$ cat config.mk
export PLATFORM = sky130hd
export DESIGN_NAME = ffir_cell
export DESIGN_NICKNAME = d
export VERILOG_FILES = /design/src/sv/ffir_pkg.sv /design/src/sv/ffir_cell.sv
export SDC_FILE = /design/constraint.sdc
export NUM_CORES = 1
export LEC_CHECK = 0
export ABC_AREA = 1
export ABC_CLOCK_PERIOD_IN_PS = 900
export BUFFER_PORTS_ARGS = -buffer_cell sky130_fd_sc_hd__buf_2
export CORE_MARGIN = 3
export CORE_UTILIZATION = 28
export CTS_BUF_LIST = sky130_fd_sc_hd__clkbuf_8
export DETAILED_ROUTE_END_ITERATION = 16
export PLACE_DENSITY_LB_ADDON = 0.05
export SLEW_MARGIN = 15
export SYNTH_ARGS = -nofsm -noshare
export SYNTH_HDL_FRONTEND = slang
export SYNTH_SLANG_ARGS = --single-unit
$ cat constraint.sdc
create_clock -name clock -period 0.9 [get_ports clock]
set_clock_uncertainty 0.05 [all_clocks]
set_input_delay 0.18 -clock clock [delete_from_list [all_inputs] [get_ports clock]]
set_output_delay 0.18 -clock clock [all_outputs]
set_load 0.05 [all_outputs]
$ cat src/sv/ffir_pkg.sv
package ffir_pkg;

   localparam int TAP_W     = 16;
   localparam int SAMPLE_W  = 12;
   localparam int TAP_IDX_W = 7;
   localparam int FILT_W    = 25;
   localparam int POS_OUT_W = 8;
   localparam int CSR_W     = 9;
   // signed tap times zero-extended sample
   localparam int PROD_W    = TAP_W + SAMPLE_W + 1;

   localparam logic [CSR_W-1:0] CSR_RESET = 9'd256;

   localparam logic MODE_FILTER = 1'b0;
   localparam logic MODE_LOAD   = 1'b1;

   localparam logic signed [FILT_W-1:0] FILT_MAX = {1'b0, {(FILT_W-1){1'b1}}};
   localparam logic signed [FILT_W-1:0] FILT_MIN = {1'b1, {(FILT_W-1){1'b0}}};

   typedef struct packed {
      logic                     mode;
      logic [SAMPLE_W-1:0]      sample;
      logic [TAP_IDX_W-1:0]     tap_index;
      logic signed [TAP_W-1:0]  tap_value;
   } req_type;

   typedef struct packed {
      logic signed [FILT_W-1:0] filtered;
      logic [POS_OUT_W-1:0]     position;
      logic                     frame_end;
   } rsp_type;

   typedef struct packed {
      logic shift;
      logic rotate;
   } cell_ctl_type;

endpackage

$ cat src/sv/ffir_cell.sv
module ffir_cell (
   input  logic                                 clock,
   input  logic                                 reset,
   input  ffir_pkg::cell_ctl_type               ctl,
   input  logic                                 tap_we,
   input  logic signed [ffir_pkg::TAP_W-1:0]    tap_wr_data,
   input  logic [ffir_pkg::SAMPLE_W-1:0]        shift_data,
   input  logic signed [ffir_pkg::TAP_W-1:0]    tap_rot,
   input  logic [ffir_pkg::SAMPLE_W-1:0]        hist_rot,
   output logic signed [ffir_pkg::TAP_W-1:0]    tap_q,
   output logic [ffir_pkg::SAMPLE_W-1:0]        hist_q
);

   logic signed [ffir_pkg::TAP_W-1:0] tap_ff;
   logic [ffir_pkg::SAMPLE_W-1:0]     hist_ff;

   // rotate: take the neighbor's pair; otherwise load a tap or shift history
   always_ff @(posedge clock) begin
      if (reset) begin
         tap_ff  <= '0;
         hist_ff <= '0;
      end else if (ctl.rotate) begin
         tap_ff  <= tap_rot;
         hist_ff <= hist_rot;
      end else begin
         if (tap_we) begin
            tap_ff <= tap_wr_data;
         end
         if (ctl.shift) begin
            hist_ff <= shift_data;
         end
      end
   end

   assign tap_q  = tap_ff;
   assign hist_q = hist_ff;

endmodule

==> run metrics, run 1 <==
TritonCTS Sinks=28; gr usage total=13.6%; die area=0.00590 mm²; Synth warnings=0; Synth Area in Simple Gates=43.5%; Filler Cell Count=519; Worst path slowest cell=dfxtp_2; leakage power=1.30 nW; Placed Cells incl. Taps=367; Final period util=113%; # Post-CTS Setup Buffers=0; H-tree levels=1; VDD IR max=756 µV; wire length on met2=1.90 mm; DRT Wirelength=4.13 mm; sequential-to-total area share from yosys stat=39.9%; initial drt markers=59; final instance area=0.00228 mm²; GP Congestion=0.720; Finished Layout Cells=371; Yosys cell types=11; delay-heaviest family, CP=flip-flops; Yosys reg bits=28; Worst Setup Start Kind=flip-flop; DPL Wire Length=3.07 mm; Syn Std Cell Area=0.00140 mm²; Starting Density=29.3%; largest family of logic cells by synthesized area=simple AND/OR/NAND/NOR gates; max incr delay on CP=0.37 ns; multi-input logic area=611 µm²; critical path depth=1; first-pass GRT wire length=6.72 mm; final design utilization=47.7%; post-route setup slack=-0.116 ns; kind of critical path=reg2out; met1 WL=1.90 mm; clock latency on the worst-skew pair=0.27 ns; vias in the first global route=1419; min Tclk post-route=1.02 ns; WHS=0.146 ns; routed via count=1568; most common cell after layout, fill and taps aside=nand2_1; failing checks=negative setup slack; Die Width=76.8 µm; unrepaired setup endpoints after global routing=true; CTS Buf Count=3; Root Buffer=clkbuf_8; P&R area growth vs syn=62.5%; Syn Inst Count=212; Syn Area/Cell=6.62 µm²; Post-Synth XOR/XNOR Area=0%; share of cells above drive strength 1=44.4%; most frequent cells in the layout=nand2_1 (84), buf_2 (60), nand3_1 (56); std cell rows=25; max-cap viol count=0; pin count of the biggest net entering global routing=29; Peak Freq=984 MHz; R2R depth=4; actual slew at the worst max-slew pin=0.289 ns; placed cell areas=0.00196 mm²; WL per Instance=11.1 µm; Hold WC Path Type=in2reg; pwr dens=1400 mW/mm²; setup_tns=-2.88 ns; worst hold stages=5; gr ovfl total=0; Setup WS pre-CTS=-0.264 ns; crit-path cells=buf_8; Mapped Nets=273; clk buf depth=2; core area=0.00479 mm²; Buf/Inv on CP=1; met3 routed wirelength=318 µm; routed vias/inst=4.23; total power=3.19 mW; Adder-Cell Fraction of Synth Area=0%; element type at the critical path end=output pin; CTS tree=yes; Final Max Slew Viols=0; 1st-pass router iterations=4; max layer used=met4; status=complete, but fails checks; compound-gate portion of the synthesized area=0%; Nets=366; Critical Path Fanout Max=2; Worst EP required=0.67 ns; Remaining DRCs=0; Detail Route Antenna Nets=0; multiplexer share of the synthesized area=0%; Sequential Area=596 µm²; die height=76.8 µm; IO Count=89; Ant. Diodes=0; IO buf count=88; initial antenna violation count=0; Final Setup Violations=28; CTS clock-pin slew for the worst setup and hold paths=0.09 ns; slew margin rel.=80.7%; Final Hold Violating Endpoints=0; data arrival time of the worst path=0.79 ns
repair_timing:
action | 4_1_cts | 5_1_grt
resized for setup | 69 | 13
hold buffers | 0 | 0
endpoints found under the setup margin | 28 | 56
gates cloned | 0 | 0
where the power goes:
| group | leakage [nW] | internal [mW] | total (mW) | switching, mW |
|---|---|---|---|---|
| clock | 0.0288 | 0.392 | 0.781 | 0.389 |
| combinational | 1.03 | 0.437 | 0.996 | 0.559 |
| sequential | 0.241 | 1.34 | 1.41 | 0.0707 |
layout make-up:
cell class | count | area share (%)
clock buffers | 4 | 2.41
flip-flops and latches | 28 | 26.1
repair buffers | 100 | 36.0
inverters | 30 | 5.05
well taps | 67 | 3.68
multi-input cells | 142 | 26.8
logic make-up (layout without fill, tap and decap cells):
logic type | count (synthesis) | in the layout
buffers and inverters | 42 | 134
and+or+nand+nor | 142 | 142
DFF | 28 | 28
final timing paths:
kind,start,slack (ns),endpoint
setup reg to reg,tap_q[12]$_SDFFE_PP0P_,0.19,tap_q[12]$_SDFFE_PP0P_
hold / removal,tap_rot[14],0.15,tap_q[14]$_SDFFE_PP0P_
setup / recovery,tap_q[12]$_SDFFE_PP0P_,-0.12,tap_q[12]
hold reg to reg,hist_q[8]$_SDFFE_PP0P_,0.51,hist_q[8]$_SDFFE_PP0P_
cells in the mapped netlist (all sizes together):
| master | number | share of area (%) |
|---|---|---|
| buf | 9 | 5.6 |
| nand2 | 84 | 22 |
| clkbuf | 3 | 2.9 |
| nor2 | 2 | 1.1 |
| inv | 30 | 8.0 |
| dfxtp | 28 | 40 |
| nand3 | 56 | 20 |
routing by layer:
metal / track usage (%) / vias up
met5: 0 / -
met4: 2.17 / 0
met3: 4.93 / 2
met2: 21.8 / 56
met1: 17.7 / 674
li1: - / 836
flip-flops by register name, indices dropped and copies added (netlist names):
name and count:
tap_q 16, hist_q 12
(Power assumes the default switching activity.)
==> inputs of run 2 (changes only) <==
--- a/config.mk
+++ b/config.mk
@@ -12,6 +12,7 @@
 export CORE_UTILIZATION = 28
 export CTS_BUF_LIST = sky130_fd_sc_hd__clkbuf_8
 export DETAILED_ROUTE_END_ITERATION = 16
+export MAX_ROUTING_LAYER = met4
 export PLACE_DENSITY_LB_ADDON = 0.05
 export SLEW_MARGIN = 15
 export SYNTH_ARGS = -nofsm -noshare
==> run metrics, run 2 (synthesis gave the netlist of run 1 again) <==
CTS clock-pin slew for the worst setup and hold paths=0.10 ns; delay-heaviest family, CP=flip-flops; part of the power in combinational logic=31.2%; routed via count=1570; Worst Setup SP=tap_q[12]$_SDFFE_PP0P_; Hold EP=tap_q[6]$_SDFFE_PP0P_; pin count of the biggest net entering global routing=29; leakage power=1.30 nW; Buf/Inv on CP=1; core area=0.00479 mm²; DRT Wirelength=4.13 mm; 1st-pass router iterations=4; FF-to-FF Start=tap_q[12]$_SDFFE_PP0P_; initial antenna violation count=0; routed vias/inst=4.23; failing checks=negative setup slack; # Post-CTS Setup Buffers=0; pwr dens=1400 mW/mm²; Ant. Diodes=0; Die Width=76.8 µm; unrepaired setup endpoints after global routing=true; gr ovfl total=0; Placed Cells incl. Taps=367; first-pass GRT wire length=6.71 mm; vias in the first global route=1428; die area=0.00590 mm²; WL per Instance=11.1 µm; Final Hold Violating Endpoints=0; Worst EP required=0.67 ns; VDD IR max=754 µV; Detail Route Antenna Nets=0; IO Count=89; Hold WC Path Type=in2reg; clock latency on the worst-skew pair=0.27 ns; NetSw=1.02 mW; slew margin rel.=80.7%; element type at the critical path end=output pin; GP Congestion=0.729; H-tree levels=1; actual slew at the worst max-slew pin=0.290 ns; CTS Buf Count=3; P&R area growth vs syn=62.5%; internal power=2.17 mW; Worst Setup Start Kind=flip-flop; status=complete, but fails checks; final instance area=0.00228 mm²; die height=76.8 µm; IO buf count=88; Worst path slowest cell=dfxtp_2; std cell rows=25; Clock power frac=24.6%; Peak Freq=985 MHz; placed cell areas=0.00196 mm²; HP Start=tap_rot[6]; TritonCTS Sinks=28; initial drt markers=59; Critical Path Fanout Max=2; max-cap viol count=0; Setup WS pre-CTS=-0.264 ns; most frequent cells in the layout=nand2_1 (84), buf_2 (60), nand3_1 (56); Starting Density=29.3%; min Tclk post-route=1.02 ns; crit-path cells=buf_8; Flop pwr share=44.2%; Reg2Reg Setup Slack=0.19 ns; Sw Ratio=32.1%; Nets=366; WHS=0.144 ns; Root Buffer=clkbuf_8; data arrival time of the worst path=0.79 ns; Remaining DRCs=0; clk buf depth=2; share of cells above drive strength 1=44.4%; Final Setup Violations=28; Final Max Slew Viols=0; Final period util=113%; post-route setup slack=-0.115 ns; FF-to-FF End=tap_q[12]$_SDFFE_PP0P_; max reg flops=16; worst hold stages=5; kind of critical path=reg2out; CTS tree=yes; max incr delay on CP=0.37 ns; most common cell after layout, fill and taps aside=nand2_1; R2R depth=4; Finished Layout Cells=371; DPL Wire Length=3.07 mm; gr usage total=13.9%
## run 2: worst register-to-register path: cells and delay by family, from the launching register on
family	cells	cell delay [ns]
flops	1	0.35
buf+inv	1	0.04
simple gates	3	0.18
## run 2: area by class of cell
cell class	count	area [µm²]
clock buffer	4	55.1
sequential	28	596
inverter	30	115
timing repair buffer	100	821
fill	519	2500
multi-input combinational	142	611
tap	67	83.8
## run 2: how the worst max path moves through the flow
| stage | end | slack [ns] | cells past startpoint |
|---|---|---|---|
| 2_1_floorplan | tap_q[10]$_SDFFE_PP0P_ | 0.02 | 7 |
| 3_3_place_gp | hist_q[11]$_SDFFE_PP0P_ | -0.25 | 6 |
| 3_5_place_dp | hist_q[7]$_SDFFE_PP0P_ | -0.26 | 6 |
| 4_1_cts | tap_q[3] | -0.12 | 1 |
| 5_1_grt | tap_q[14] | -0.16 | 1 |
| 6_report | tap_q[12] | -0.12 | 1 |
## run 2: metal layers
metal / share of wire, % / global-route usage [%]
met1: 46 / 17.9
met2: 46 / 21.8
met3: 7.5 / 4.58
met4: 0.39 / 2.17
met5: 0 / -
## run 2: metrics by stage
step / power (mW) / util (%) / setup TNS, ns
after floorplan: 1.98 / - / 0
after global routing: 3.37 / 47.7 / -3.99
after CTS: 3.20 / 46.7 / -3.23
after global placement: 2.26 / 40.9 / -6.54
after detailed placement: 2.26 / 40.9 / -6.87
final: 3.19 / 47.7 / -2.92
## run 2: what timing repair did
action / in CTS / in global routing
endpoints found under the setup margin: 28 / 56
resized for setup: 69 / 13
hold buffers: 0 / 0
## run 2: power by group through the flow
stage	combinational (mW)	clock [mW]	sequential, mW
after floorplan	0.285	0	1.69
after global placement	0.856	0	1.41
after detailed placement	0.854	0	1.41
after CTS	0.981	0.814	1.40
after global routing	1.07	0.878	1.42
final	0.996	0.787	1.41
==> inputs of run 3 (changes only) <==
==> constraint.sdc (replaced) <==
create_clock -name clock -period 0.9 [get_ports clock]
set_clock_uncertainty 0.05 [all_clocks]
set_input_delay 0.18 -clock clock [delete_from_list [all_inputs] [get_ports clock]]
set_output_delay 0.18 -clock clock [all_outputs]
set_load 0.1 [all_outputs]
==> run metrics, run 3 (synthesis gave the netlist of run 1 again) <==
status=complete, but fails checks; failing checks=negative setup slack; TritonCTS Sinks=28; R2R depth=4; initial drt markers=28; clock latency on the worst-skew pair=0.27 ns; Reg2Reg Setup Slack=0.18 ns; max reg flops=16; placed cell areas=0.00246 mm²; GP Congestion=0.752; Final Setup Violations=28; Remaining DRCs=0; VDD IR max=812 µV; Starting Density=29.3%; H-tree levels=1; share of cells above drive strength 1=44.0%; pin count of the biggest net entering global routing=29; cts repair resizes=0; die area=0.00590 mm²; Buf/Inv on CP=1; kind of critical path=reg2out; CTS clock-pin slew for the worst setup and hold paths=0.10 ns; worst hold stages=5; most common cell after layout, fill and taps aside=nand2_1; data arrival time of the worst path=0.82 ns; # Post-CTS Setup Buffers=0; delay-heaviest family, CP=flip-flops; std cell rows=25; max incr delay on CP=0.38 ns; Root Buffer=clkbuf_8; Detail Route Antenna Nets=0; DPL Wire Length=3.17 mm; min Tclk post-route=1.05 ns; WL per Instance=11.0 µm; CTS tree=yes; Final Hold Violating Endpoints=0; most frequent cells in the layout=nand2_1 (84), buf_2 (60), nand3_1 (56); total power=3.78 mW; Worst EP required=0.67 ns; IO buf count=88; clk buf depth=2; gr usage total=13.8%; routed vias/inst=4.37; Final period util=116%; core area=0.00479 mm²; Final Max Slew Viols=0; HP Start=hist_rot[3]; cts hold-fix bufs=0; Nets=364; vias in the first global route=1516; unrepaired setup endpoints after global routing=true; initial antenna violation count=0; post-route setup slack=-0.148 ns; Ant. Diodes=0; leakage power=1.36 nW; max-cap viol count=0; Hold WC Path Type=in2reg; Worst path slowest cell=dfxtp_4; CTS Buf Count=3; FF-to-FF End=tap_q[14]$_SDFFE_PP0P_; final design utilization=52.9%; element type at the critical path end=output pin; DRT Wirelength=4.05 mm; FF-to-FF Start=tap_q[14]$_SDFFE_PP0P_; die height=76.8 µm; final instance area=0.00253 mm²; crit-path cells=buf_12; Critical Path Fanout Max=2; Worst Setup Start Kind=flip-flop; first-pass GRT wire length=6.64 mm; P&R area growth vs syn=80.2%; 1st-pass router iterations=4; IO Count=89; slew margin rel.=81.6%; gr ovfl total=0; pwr dens=1490 mW/mm²; Hold EP=hist_q[3]$_SDFFE_PP0P_; actual slew at the worst max-slew pin=0.277 ns; Peak Freq=955 MHz; routed via count=1612; Die Width=76.8 µm
[run 3: cell count changes in the layout (fill, tap and decap cells not counted), sizes merged]
cell	before	now
buf	100	98
clkbuf	4	3
bufinv	0	1
[run 3: worst max-delay path by stage]
stage | startpoint | end | cells past startpoint
detailed placement | ctl[0] | tap_q[6]$_SDFFE_PP0P_ | 6
finish | hist_q[5]$_SDFFE_PP0P_ | hist_q[5] | 1
global route | tap_q[12]$_SDFFE_PP0P_ | tap_q[12] | 1
floorplan | hist_q[0]$_SDFFE_PP0P_ | hist_q[0]$_SDFFE_PP0P_ | 4
global placement | ctl[0] | tap_q[6]$_SDFFE_PP0P_ | 6
CTS | tap_q[12]$_SDFFE_PP0P_ | tap_q[12] | 1
[run 3: per-stage QoR]
stage	setup TNS [ns]	setup WS [ns]	cells	hold slack [ns]
floorplan	-0.101	-0.101	212	0.315
global placement	-6.00	-0.230	365	0.426
detailed placement	-6.79	-0.259	365	0.432
CTS	-4.24	-0.161	369	0.134
global route	-4.91	-0.182	369	0.141
finish	-3.87	-0.148	369	0.143
[run 3: power by group]
part / leakage (nW) / switching (mW) / internal (mW)
Clock: 0.0357 / 0.387 / 0.595
Combinational: 1.07 / 0.865 / 0.545
Sequential: 0.249 / 0.0861 / 1.30
Total: 1.36 / 1.34 / 2.44
[run 3: worst register-to-register path, delay by kind of cell, from the launching register on]
| kind | cells | cell delay (ns) |
|---|---|---|
| flip-flops | 1 | 0.37 |
| AND/OR/NAND/NOR | 3 | 0.18 |
| buffers and inverters | 1 | 0.03 |
[run 3: area by class of cell]
class                           instances  area (µm²)
Sequential cell                        28         663
Inverter                               30         115
Clock inverter                          1        30.0
Multi-Input combinational cell        142         611
Tap cell                               67        83.8
Timing Repair Buffer                   98         986
Fill cell                             474        2260
Clock buffer                            3        41.3
[run 3: per-layer routing]
metal	track usage, %	routed length, µm	vias up	part of all wire [%]
li1	-	-	834	-
met1	16.5	1760	721	43
met2	24.1	2020	53	50
met3	2.23	232	4	5.7
met4	3.26	36	0	0.89
met5	-	0	-	0
