===== config.mk =====
export PLATFORM = sky130hd
export DESIGN_NAME = ffir_div
export DESIGN_NICKNAME = d
export VERILOG_FILES = /design/src/sv/ffir_div.sv
export SDC_FILE = /design/constraint.sdc
export NUM_CORES = 1
export LEC_CHECK = 0
export ABC_CLOCK_PERIOD_IN_PS = 10960
export BUFFER_PORTS_ARGS = -buffer_cell sky130_fd_sc_hd__buf_2
export CAP_MARGIN = 20
export CELL_PAD_IN_SITES_DETAIL_PLACEMENT = 0
export CELL_PAD_IN_SITES_GLOBAL_PLACEMENT = 1
export CORE_MARGIN = 8
export CORE_UTILIZATION = 45
export CTS_CLUSTER_DIAMETER = 40
export DETAILED_ROUTE_END_ITERATION = 7
export PLACE_DENSITY_LB_ADDON = 0.1
export SYNTH_ARGS = -nofsm -noshare
export SYNTH_HDL_FRONTEND = slang
export SYNTH_SLANG_ARGS = --single-unit

===== constraint.sdc =====
create_clock -name clock -period 10.96 [get_ports clock]
set_input_delay 2.192 -clock clock [delete_from_list [all_inputs] [get_ports clock]]
set_output_delay 2.192 -clock clock [all_outputs]
set_load 0.03 [all_outputs]

===== src/sv/ffir_div.sv =====
module ffir_div #(
   parameter int ACC_W = 36,
   parameter int DIV_W = 14
) (
   input  logic                    clock,
   input  logic                    reset,
   input  logic                    start,
   input  logic signed [ACC_W-1:0] dividend,
   input  logic [DIV_W-1:0]        divisor,
   output logic                    done,
   output logic signed [ACC_W-1:0] quotient
);

   localparam int CNT_W = $clog2(ACC_W);

   logic             busy_ff;
   logic             done_ff;
   logic             neg_ff;
   logic [CNT_W-1:0] cnt_ff;
   logic [ACC_W-1:0] quo_ff;
   logic [DIV_W-1:0] rem_ff;
   logic [DIV_W-1:0] dsr_ff;

   logic [ACC_W-1:0] mag;
   logic [DIV_W:0]   shifted;
   logic [DIV_W:0]   diff;
   logic             ge;

   assign mag     = dividend[ACC_W-1] ? ACC_W'(-dividend) : ACC_W'(dividend);
   assign shifted = {rem_ff, quo_ff[ACC_W-1]};
   assign diff    = shifted - {1'b0, dsr_ff};
   assign ge      = shifted >= {1'b0, dsr_ff};

   // restoring division on the magnitude, one quotient bit per cycle
   always_ff @(posedge clock) begin
      if (reset) begin
         busy_ff <= 1'b0;
         done_ff <= 1'b0;
         cnt_ff  <= '0;
      end else begin
         done_ff <= 1'b0;
         if (start) begin
            busy_ff <= 1'b1;
            quo_ff  <= mag;
            rem_ff  <= '0;
            neg_ff  <= dividend[ACC_W-1];
            dsr_ff  <= divisor;
            cnt_ff  <= CNT_W'(ACC_W - 1);
         end else if (busy_ff) begin
            rem_ff <= ge ? diff[DIV_W-1:0] : shifted[DIV_W-1:0];
            quo_ff <= {quo_ff[ACC_W-2:0], ge};
            cnt_ff <= cnt_ff - CNT_W'(1);
            if (cnt_ff == '0) begin
               busy_ff <= 1'b0;
               done_ff <= 1'b1;
            end
         end
      end
   end

   assign done     = done_ff;
   // truncate toward zero: negate the magnitude quotient
   assign quotient = neg_ff ? -$signed(quo_ff) : $signed(quo_ff);

endmodule

==> reports/results.tsv, run 1 <==
stage	metric	value	unit
run_status	status	completed	
pwr	Pwr per Cell Area	153	nW/um2
synth	Cells after Synth	555	
detailed_routing	wire per inst	16.9	um
synth	area leader, netlist	edfxtp_1	
synth	number of register bits inferred by synthesis	73	
synth	leading post-synthesis cells by cell area	edfxtp_1 37%, xnor2_1 7.4%, xor2_1 5.9%	
synth	share of Yosys cell area claimed by the top area cell type	37.3	%
sta	Hold WS	568	ps
setup_path	crit path from	quo_ff[10]	
setup_path	CP Class	flop to output pin	
detailed_routing	Iter 0 DRT Violations	275	
clock_network	Post-CTS Setup Bufs	0	
final_layout	most frequent cells in the layout	89 x buf_2, 65 x edfxtp_1, 61 x nor2_1	
floorplanning	num ports	90	
final_layout	Area Overhead vs Synth	17.4	%
place	PortBufs	89	
setup_path	CP most frequent cell	or4_4	
setup_path	Buf/Inv on CP	1	
final_layout	Layout Nets	704	
global_route	initial antenna violation count	0	
synth	area of the mapped netlist	5240	um2
floorplanning	die height	124	um
synth	ys async rst share	0	%
clock_network	Sink Count	73	
global_route	vias in the first global route	4194	
clock_network	maximum root-to-sink buffer count	2	
final_layout	commonest non-fill, non-tap cell in the layout	buf_2	
clock_network	Reg clk slew, reported paths	60	ps
worst_hold_path	Hold WC Path Type	flop to flop	
setup_path	Critical-path top delay cell	or4_4	
clock_network	post-cts sizing count	0	
synth	Syn Nets	628	
setup_path	crit-path leading delay family	simple AND/OR/NAND/NOR gates	
synth	Synth Warn #	0	
setup_path	Worst EP required	8770	ps
pwr	total leakage power	2.40	nW
pwr	peak supply drop	0.156	mV
floorplanning	Die ar.	15300	um2
place	hpwl dp	9550	um
detailed_routing	Via Count	4316	
sta	Setup-failing EPs final	0	
global_route	GRT Util Overall	17.8	%
clock_network	clock latency on the worst-skew pair	350	ps
clock_network	CTS Hold Bufs	0	
detailed_routing	Final ANT Viol Nets	0	
global_route	first-pass GRT wire length	21300	um
synth	Synth Flop Type	edfxtp_1	
sta	Tightest Pin Transition	979	ps
clock_network	CTS tree	built	
sta	Setup TNS Final	0	ps
clock_network	TritonCTS Buffers	9	
floorplanning	core area	11400	um2
run	Max-cap violations	0	
setup_path	CP Max Fanout	6	
sta	endpoints failing hold	0	
place	placer congestion estimate	0.842	
sta	crit path time final	5120	ps
sta	Pins Over Slew Limit	0	
sta	Fmax achieved	0.195	GHz
pwr	Final Total Pwr	0.939	mW
sta	Relative slew margins	34.5	%
global_route	GR Overflow Total	0	
detailed_routing	Total Wirelength	13200	um
setup_path	startpoint types	flop	
worst_hold_path	Hold Path Origin	cnt_ff[4]	
sta	period utilisation layout	46.7	%
detailed_routing	drt pass-1 iters	4	
setup_path	critical path arrival	2930	ps
synth	Seq/Total Area, Yosys	40.3	%
floorplanning	Starting Density	46.1	%
synth	number of synthesized flops with an enable pin	65	
detailed_routing	DRC	0	
clock_network	htree depth	3	
global_route	largest net degree at the start of global routing	58	
floorplanning	FP Rows	39	
setup_path	Crit. End Element	output pin	
synth	Distinct cells, synth	57	
synth	Avg Cell Area, Syn	9.43	um2
setup_path	FF-to-FF Start	rem_ff[7]	
setup_path	CP Cell Sequence	or4_4 > or4_4 > nor2_4 > nand3_2 > o31ai_1 > xnor2_1 > buf_2	
clock_network	clk root buf	clkbuf_16	
sta	clock skew	6.15	ps
sta	RSZ-0062 raised after global routing	false	
detailed_routing	drt via density	5.54	
floorplanning	Die W	124	um
final_layout	# diodes	0	
setup_path	slowest stage delay, CP	580	ps
final_layout	share of cells above drive strength 1	20.9	%
==> worst reg2reg max path: cells and delay by family, from the launching register on <==
kind | cells | cell delay [ps]
AOI/OAI and AO/OA | 6 | 1970
adders and majority gates | 1 | 370
DFF | 1 | 420
==> metal layers <==
layer | share of wire (%) | GRT usage (%) | up-vias
met3 | 5.9 | 4.71 | 13
met4 | 1.8 | 6.02 | 0
met1 | 46 | 23.3 | 2025
li1 | - | - | 2178
met2 | 47 | 27.9 | 100
met5 | 0 | 0 | -
==> per-stage QoR <==
stage / utilization [%] / cells / worst slack, ps / cell area, um2
after floorplan: - / 555 / 5590 / 5240
after global placement: 50.8 / 762 / 6250 / 5780
after detailed placement: 50.8 / 762 / 6180 / 5780
after CTS: 53.8 / 778 / 5790 / 6120
after global routing: 54.1 / 779 / 5670 / 6150
final: 54.1 / 779 / 5840 / 6150
==> cell type report <==
| cell class | instances | area (um2) |
|---|---|---|
| fillers | 1057 | 5220 |
| multi-input cells | 420 | 2890 |
| flip-flops and latches | 73 | 2110 |
| repair buffers | 93 | 495 |
| clock buffers | 9 | 225 |
| well taps | 143 | 179 |
| inverters | 34 | 128 |
| clock inverters | 7 | 119 |
==> cell families after synthesis <==
logic type | after synthesis | synth area share [%]
XOR/XNOR | 79 | 13.2
adder cells (fa/ha/maj) | 20 | 4.92
buffers and inverters | 62 | 4.59
flip-flops | 73 | 40.3
multiplexers | 7 | 1.34
AO/OA/AOI/OAI | 148 | 19.2
AND/OR/NAND/NOR | 166 | 16.4
==> synth_stat cells, types with 8 or more instances <==
cell / number
o21ai_0: 29
xor2_1: 35
a21oi_1: 54
dfxtp_1: 8
nor3_1: 8
or4_1: 9
edfxtp_1: 65
inv_1: 34
clkbuf_1: 21
o31ai_1: 19
nor2_1: 62
nand2_1: 33
xnor2_1: 44
ha_1: 19
or3_1: 10
==> where the power goes <==
group,internal (mW),total [mW],leakage (nW),switching (mW)
Clock,0.222,0.345,0.162,0.123
Sequential,0.332,0.352,0.681,0.0195
Combinational,0.0906,0.242,1.56,0.151
Total,0.645,0.939,2.40,0.293
==> worst paths after layout <==
path,depth (start not counted),end,slack [ps]
max,7,quotient[32],5840
min,2,cnt_ff[4],570
max reg2reg,7,rem_ff[12],7940
min reg2reg,2,cnt_ff[4],570
==> state kept, by name, summed over array words and instances, names as in the netlist <==
| register | count |
|---|---|
| dsr_ff | 14 |
| rem_ff | 14 |
| quo_ff | 36 |
| cnt_ff | 6 |
| done | 1 |
| neg_ff | 1 |
| busy_ff | 1 |
No activity file was read; power rests on OpenSTA's default activity.
==> run 2, diff against run 1 <==
- ABC_CLOCK_PERIOD_IN_PS: 10960 -> 5000
- CORE_UTILIZATION: 45 -> 44
- clock period: 10.96 -> 5 ns (I/O delays scaled with it)
==> run 2 against run 1 <==
Effect of this change: sequential share of layout area increased by 0.21 points; global-route usage decreased by 1.1 points; total power increased by 110%; non-clock buffer count unchanged; first-iteration DRC count increased by 2.9%; clock skew increased by 1.1 ps; design area decreased by 0.61%; sequential power increased by 120%; sequential cell count unchanged; die area increased by 2.0%; cell count increased by 0.51%; critical path type unchanged.
==> reports/results.tsv, run 2 (synthesized netlist as in run 1, its figures left out) <==
stage	metric	value	unit	change
setup_path	critical path arrival	2890	ps	-40 ps
sta	Relative slew margins	35.2	%	+0.70 points
detailed_routing	Final ANT Viol Nets	0		unchanged
clock_network	CTS tree	built		
clock_network	CTS Hold Bufs	0		unchanged
floorplanning	die height	125	um	+0.98%
sta	Setup-failing EPs final	0		unchanged
clock_network	TritonCTS Buffers	9		unchanged
clock_network	htree depth	3		unchanged
global_route	GR Overflow Total	0		unchanged
final_layout	share of cells above drive strength 1	20.8	%	-0.16 points
pwr	peak supply drop	0.151	mV	-3.1%
run_status	status	completed		
sta	Pins Over Slew Limit	0		unchanged
pwr	clock share of power	33.8	%	-3.0 points
floorplanning	num ports	90		unchanged
worst_hold_path	Hold WC Path Type	flop to flop		
floorplanning	FP Rows	40		+2.6%
clock_network	maximum root-to-sink buffer count	2		unchanged
detailed_routing	Via Count	4349		+0.76%
detailed_routing	drt pass-1 iters	4		unchanged
pwr	P_sw	0.611	mW	+110%
pwr	Sw Share	31.2	%	about the same
final_layout	most frequent cells in the layout	89 x buf_2, 65 x edfxtp_1, 61 x nor2_1		
setup_path	CP Class	flop to output pin		
final_layout	register with the most flip-flops	quo_ff		
place	hpwl dp	9520	um	-0.22%
detailed_routing	Total Wirelength	12900	um	-1.9%
detailed_routing	DRC	0		unchanged
place	PortBufs	89		unchanged
clock_network	Reg clk slew, reported paths	60	ps	about the same
run	Max-cap violations	0		unchanged
sta	Tightest Pin Transition	962	ps	-16.5 ps
sta	endpoints failing hold	0		unchanged
detailed_routing	drt via density	5.55		+0.25%
sta	period utilisation layout	77.8	%	
sta	Setup TNS Final	0	ps	unchanged
setup_path	Crit. End Element	output pin		
floorplanning	core area	11800	um2	+3.9%
clock_network	Post-CTS Setup Bufs	0		unchanged
final_layout	Largest regs	quo_ff x36, dsr_ff x14, rem_ff x14		
clock_network	post-cts sizing count	0		unchanged
final_layout	Largest register FFs	36		unchanged
sta	Fmax achieved	0.257	GHz	
pwr	total leakage power	2.40	nW	-0.41%
clock_network	clock latency on the worst-skew pair	330	ps	-20 ps
global_route	largest net degree at the start of global routing	56		-3.4%
setup_path	Worst EP required	4000	ps	-4770 ps
detailed_routing	Iter 0 DRT Violations	283		+2.9%
sta	Hold WS	568	ps	+0.432 ps
floorplanning	Starting Density	44.3	%	-1.7 points
sta	crit path time final	3890	ps	
global_route	first-pass GRT wire length	21500	um	+1.2%
final_layout	commonest non-fill, non-tap cell in the layout	buf_2		
floorplanning	Die ar.	15600	um2	+2.0%
final_layout	# diodes	0		unchanged
setup_path	CP Max Fanout	6		unchanged
final_layout	Area Overhead vs Synth	16.7	%	
sta	RSZ-0062 raised after global routing	false		
clock_network	Sink Count	73		unchanged
global_route	vias in the first global route	4404		+5.0%
clock_network	clk root buf	clkbuf_16		
final_layout	layout filler cell count	1127		+6.6%
pwr	Flop pwr share	39.4	%	+1.9 points
global_route	initial antenna violation count	0		unchanged
detailed_routing	wire per inst	16.5	um	-2.4%
pwr	Pwr per Cell Area	320	nW/um2	+110%
pwr	combinational share of power	26.7	%	+0.9 points
sta	clock skew	7.27	ps	+1.12 ps
setup_path	startpoint types	flop		
place	placer congestion estimate	0.747		-11%
final_layout	Layout Nets	704		unchanged
pwr	Cell Int Power	1.35	mW	+110%
floorplanning	Die W	125	um	+0.98%
global_route	GRT Util Overall	16.7	%	-1.1 points
## run 2: power groups by stage
stage	registers (mW)	clock network, mW	logic (mW)
2_1_floorplan	0.771	0	0.388
3_3_place_gp	0.785	0	0.520
3_5_place_dp	0.786	0	0.523
4_1_cts	0.774	0.680	0.527
5_1_grt	0.778	0.709	0.583
6_report	0.772	0.662	0.523
## run 2: routing by layer
| metal | track usage (%) | wire length, um |
|---|---|---|
| met1 | 19.8 | 5650 |
| met2 | 29.3 | 6510 |
| met3 | 4.04 | 548 |
| met4 | 4.73 | 190 |
| met5 | 0 | 0 |
## run 2: worst paths after layout
check / from / endpoint / slack, ps / depth (start not counted)
hold reg to reg: cnt_ff[4] / cnt_ff[4] / 570 / 2
setup reg to reg: rem_ff[7] / rem_ff[6] / 2040 / 7
hold / removal: cnt_ff[4] / cnt_ff[4] / 570 / 2
setup / recovery: quo_ff[10] / quotient[34] / 1110 / 7
## run 2: metrics by stage
stage	power (mW)	worst slack (ps)	utilization [%]	area, um2	std cells
3_3_place_gp	1.30	1460	49.0	5780	766
4_1_cts	1.98	1040	51.6	6100	782
3_5_place_dp	1.31	1400	49.0	5780	766
5_1_grt	2.07	928	51.7	6110	783
6_report	1.96	1110	51.7	6110	783
2_1_floorplan	1.16	821	-	5240	555
## run 2: area by class of cell
class	count	area, um2	share of cell area (%)
multi-input cells	420	2890	47.3
flip-flops and latches	73	2110	34.6
repair buffers	93	483	7.90
clock buffers	15	309	5.06
well taps	147	184	3.01
inverters	34	128	2.09
clock inverters	1	5.00	0.0819
## run 2: worst max-delay path, cell delays in order (launching register included)
cell      delay, ps
edfxtp_1        440
or4_4           590
or4_4           550
nor2_4          160
nand3_2         140
o31ai_1         300
xnor2_1         160
buf_2           220
==> run 3, diff against run 2 <==
- ABC_CLOCK_PERIOD_IN_PS: 5000 -> 3500
- CORE_UTILIZATION: 44 -> 39
- clock period: 5 -> 3.5 ns (I/O delays scaled with it)
==> run 3 against run 2 <==
Effect of this change: total power grew 47%; routed wire length grew 5.2%; sequential share of layout area shrank 1.4 points; non-clock buffer count grew 13; critical endpoint is now quotient[35]; critical path type unchanged; cell count grew 5.4%; design area grew 4.2%; clock skew is essentially flat; largest power group unchanged.
==> reports/results.tsv, run 3 (synthesized netlist as in run 1, its figures left out) <==
stage	metric	value	unit	change
run_status	status	completed		
run	Max-cap violations	0		unchanged
detailed_routing	Final ANT Viol Nets	0		unchanged
pwr	Pwr per Cell Area	451	nW/um2	+41%
place	PortBufs	89		unchanged
final_layout	Area Overhead vs Synth	21.7	%	
detailed_routing	Total Wirelength	13600	um	+5.2%
worst_hold_path	Hold Path Origin	divisor[3]		
final_layout	layout filler cell count	1294		+15%
place	hpwl dp	10000	um	+5.3%
final_layout	share of cells above drive strength 1	23.7	%	+3.0 points
sta	crit path time final	3490	ps	
sta	endpoints failing hold	0		unchanged
setup_path	Crit. End Element	output pin		
sta	Relative slew margins	35.3	%	+0.046 points
sta	Setup TNS Final	0	ps	unchanged
clock_network	Reg clk slew, reported paths	60	ps	about the same
final_layout	area of the multi-input gates	3000	um2	+3.6%
setup_path	crit path from	quo_ff[10]		
detailed_routing	DRC	0		unchanged
floorplanning	core area	13200	um2	+12%
setup_path	Worst EP required	2800	ps	-1200 ps
final_layout	Layout Nets	717		+1.8%
pwr	Final Total Pwr	2.87	mW	+47%
sta	period utilisation layout	99.7	%	
setup_path	FF-to-FF Start	rem_ff[2]		
pwr	total leakage power	2.49	nW	+4.0%
clock_network	CTS Hold Bufs	0		unchanged
clock_network	htree depth	3		unchanged
setup_path	startpoint types	flop		
sta	Pins Over Slew Limit	0		unchanged
final_layout	# diodes	0		unchanged
floorplanning	Die ar.	17400	um2	+11%
final_layout	register with the most flip-flops	quo_ff		
worst_hold_path	Hold WC Path Type	input pin to flop		
clock_network	Sink Count	73		unchanged
detailed_routing	wire per inst	16.4	um	-0.18%
place	Placed Area	5860	um2	+1.4%
setup_path	CP Class	flop to output pin		
global_route	largest net degree at the start of global routing	72		+29%
final_layout	commonest non-fill, non-tap cell in the layout	buf_2		
detailed_routing	Via Count	4402		+1.2%
detailed_routing	drt via density	5.34		-3.9%
floorplanning	Starting Density	39.7	%	-4.6 points
final_layout	cell area after layout	6370	um2	+4.2%
sta	Hold WS	531	ps	-37.1 ps
floorplanning	num ports	90		unchanged
final_layout	Largest regs	quo_ff x36, dsr_ff x14, rem_ff x14		
detailed_routing	drt pass-1 iters	5		+1
clock_network	TritonCTS Buffers	9		unchanged
floorplanning	Die W	132	um	+5.4%
clock_network	maximum root-to-sink buffer count	2		unchanged
floorplanning	die height	132	um	+5.4%
place	placer congestion estimate	0.822		+10%
floorplanning	FP Rows	42		+5.0%
detailed_routing	Iter 0 DRT Violations	286		+1.1%
setup_path	CP Max Fanout	5		-1
clock_network	CTS tree	built		
global_route	first-pass GRT wire length	22300	um	+3.8%
clock_network	clk root buf	clkbuf_16		
final_layout	most frequent cells in the layout	77 x buf_2, 65 x edfxtp_1, 60 x nor2_1		
sta	Setup-failing EPs final	0		unchanged
sta	RSZ-0062 raised after global routing	true		
pwr	peak supply drop	0.180	mV	+19%
global_route	GRT Util Overall	15.8	%	-0.88 points
global_route	initial antenna violation count	0		unchanged
sta	Fmax achieved	0.286	GHz	
final_layout	Register Area	2110	um2	unchanged
sta	clock skew	7.09	ps	-0.184 ps
global_route	GR Overflow Total	0		unchanged
sta	Tightest Pin Transition	968	ps	+5.34 ps
clock_network	clock latency on the worst-skew pair	340	ps	about the same
final_layout	Largest register FFs	36		unchanged
setup_path	critical path arrival	2790	ps	-100 ps
global_route	vias in the first global route	4326		-1.8%
-- run 3: cell types whose count changed in the layout (fill, tap and decap cells not counted), moves of 4 or more --
cell,delta
o31ai_1,-5
buf_4,+23
o31ai_2,+4
buf_2,-12
clkbuf_8,-4
-- run 3: critical path, stage by stage (launching register included) --
cell,delay [ps]
edfxtp_1,380
or4_4,560
or4_4,550
nor2_4,230
nand3_4,150
o41ai_4,240
xnor2_1,160
buf_4,180
-- run 3: metrics by stage --
stage                     std cells  setup slack [ps]  utilization, %
after floorplan                 555               443               -
after global placement          801               315            44.5
after detailed placement        801               264            44.5
after CTS                       825             -35.4            47.5
after global routing            825             -83.8            48.3
final                           825              9.25            48.3
-- run 3: where the power goes --
| part | switching (mW) | internal, mW | total (mW) | leakage (nW) |
|---|---|---|---|---|
| logic | 0.479 | 0.305 | 0.784 | 1.66 |
| registers | 0.0636 | 1.04 | 1.10 | 0.681 |
| clock network | 0.364 | 0.620 | 0.984 | 0.152 |
| total | 0.907 | 1.97 | 2.87 | 2.49 |
-- run 3: layout make-up --
type	count	area share [%]
multi-input cells	420	47.0
flip-flops and latches	73	33.2
repair buffers	106	9.47
inverters	34	2.00
clock inverters	6	1.30
clock buffers	10	3.59
well taps	176	3.46
-- run 3: what timing repair did --
action | in CTS | in global routing
pin swaps | 4 | 2
endpoints found under the setup margin | 10 | 13
resized for setup | 7 | 30
setup buffers | 8 | 0
-- run 3: path summary, 6_finish.rpt --
path	end	cells past startpoint	slack, ps
max	quotient[35]	7	9
min reg2reg	cnt_ff[5]	2	570
min	dsr_ff[3]	1	530
max reg2reg	rem_ff[8]	7	530
-- run 3: layer usage --
metal	wire length, um	track usage, %	vias to the layer above
met2	5980	23.8	102
met5	0	0	-
met4	259	6.57	0
met1	6800	21.7	2076
li1	-	-	2209
met3	526	2.97	15
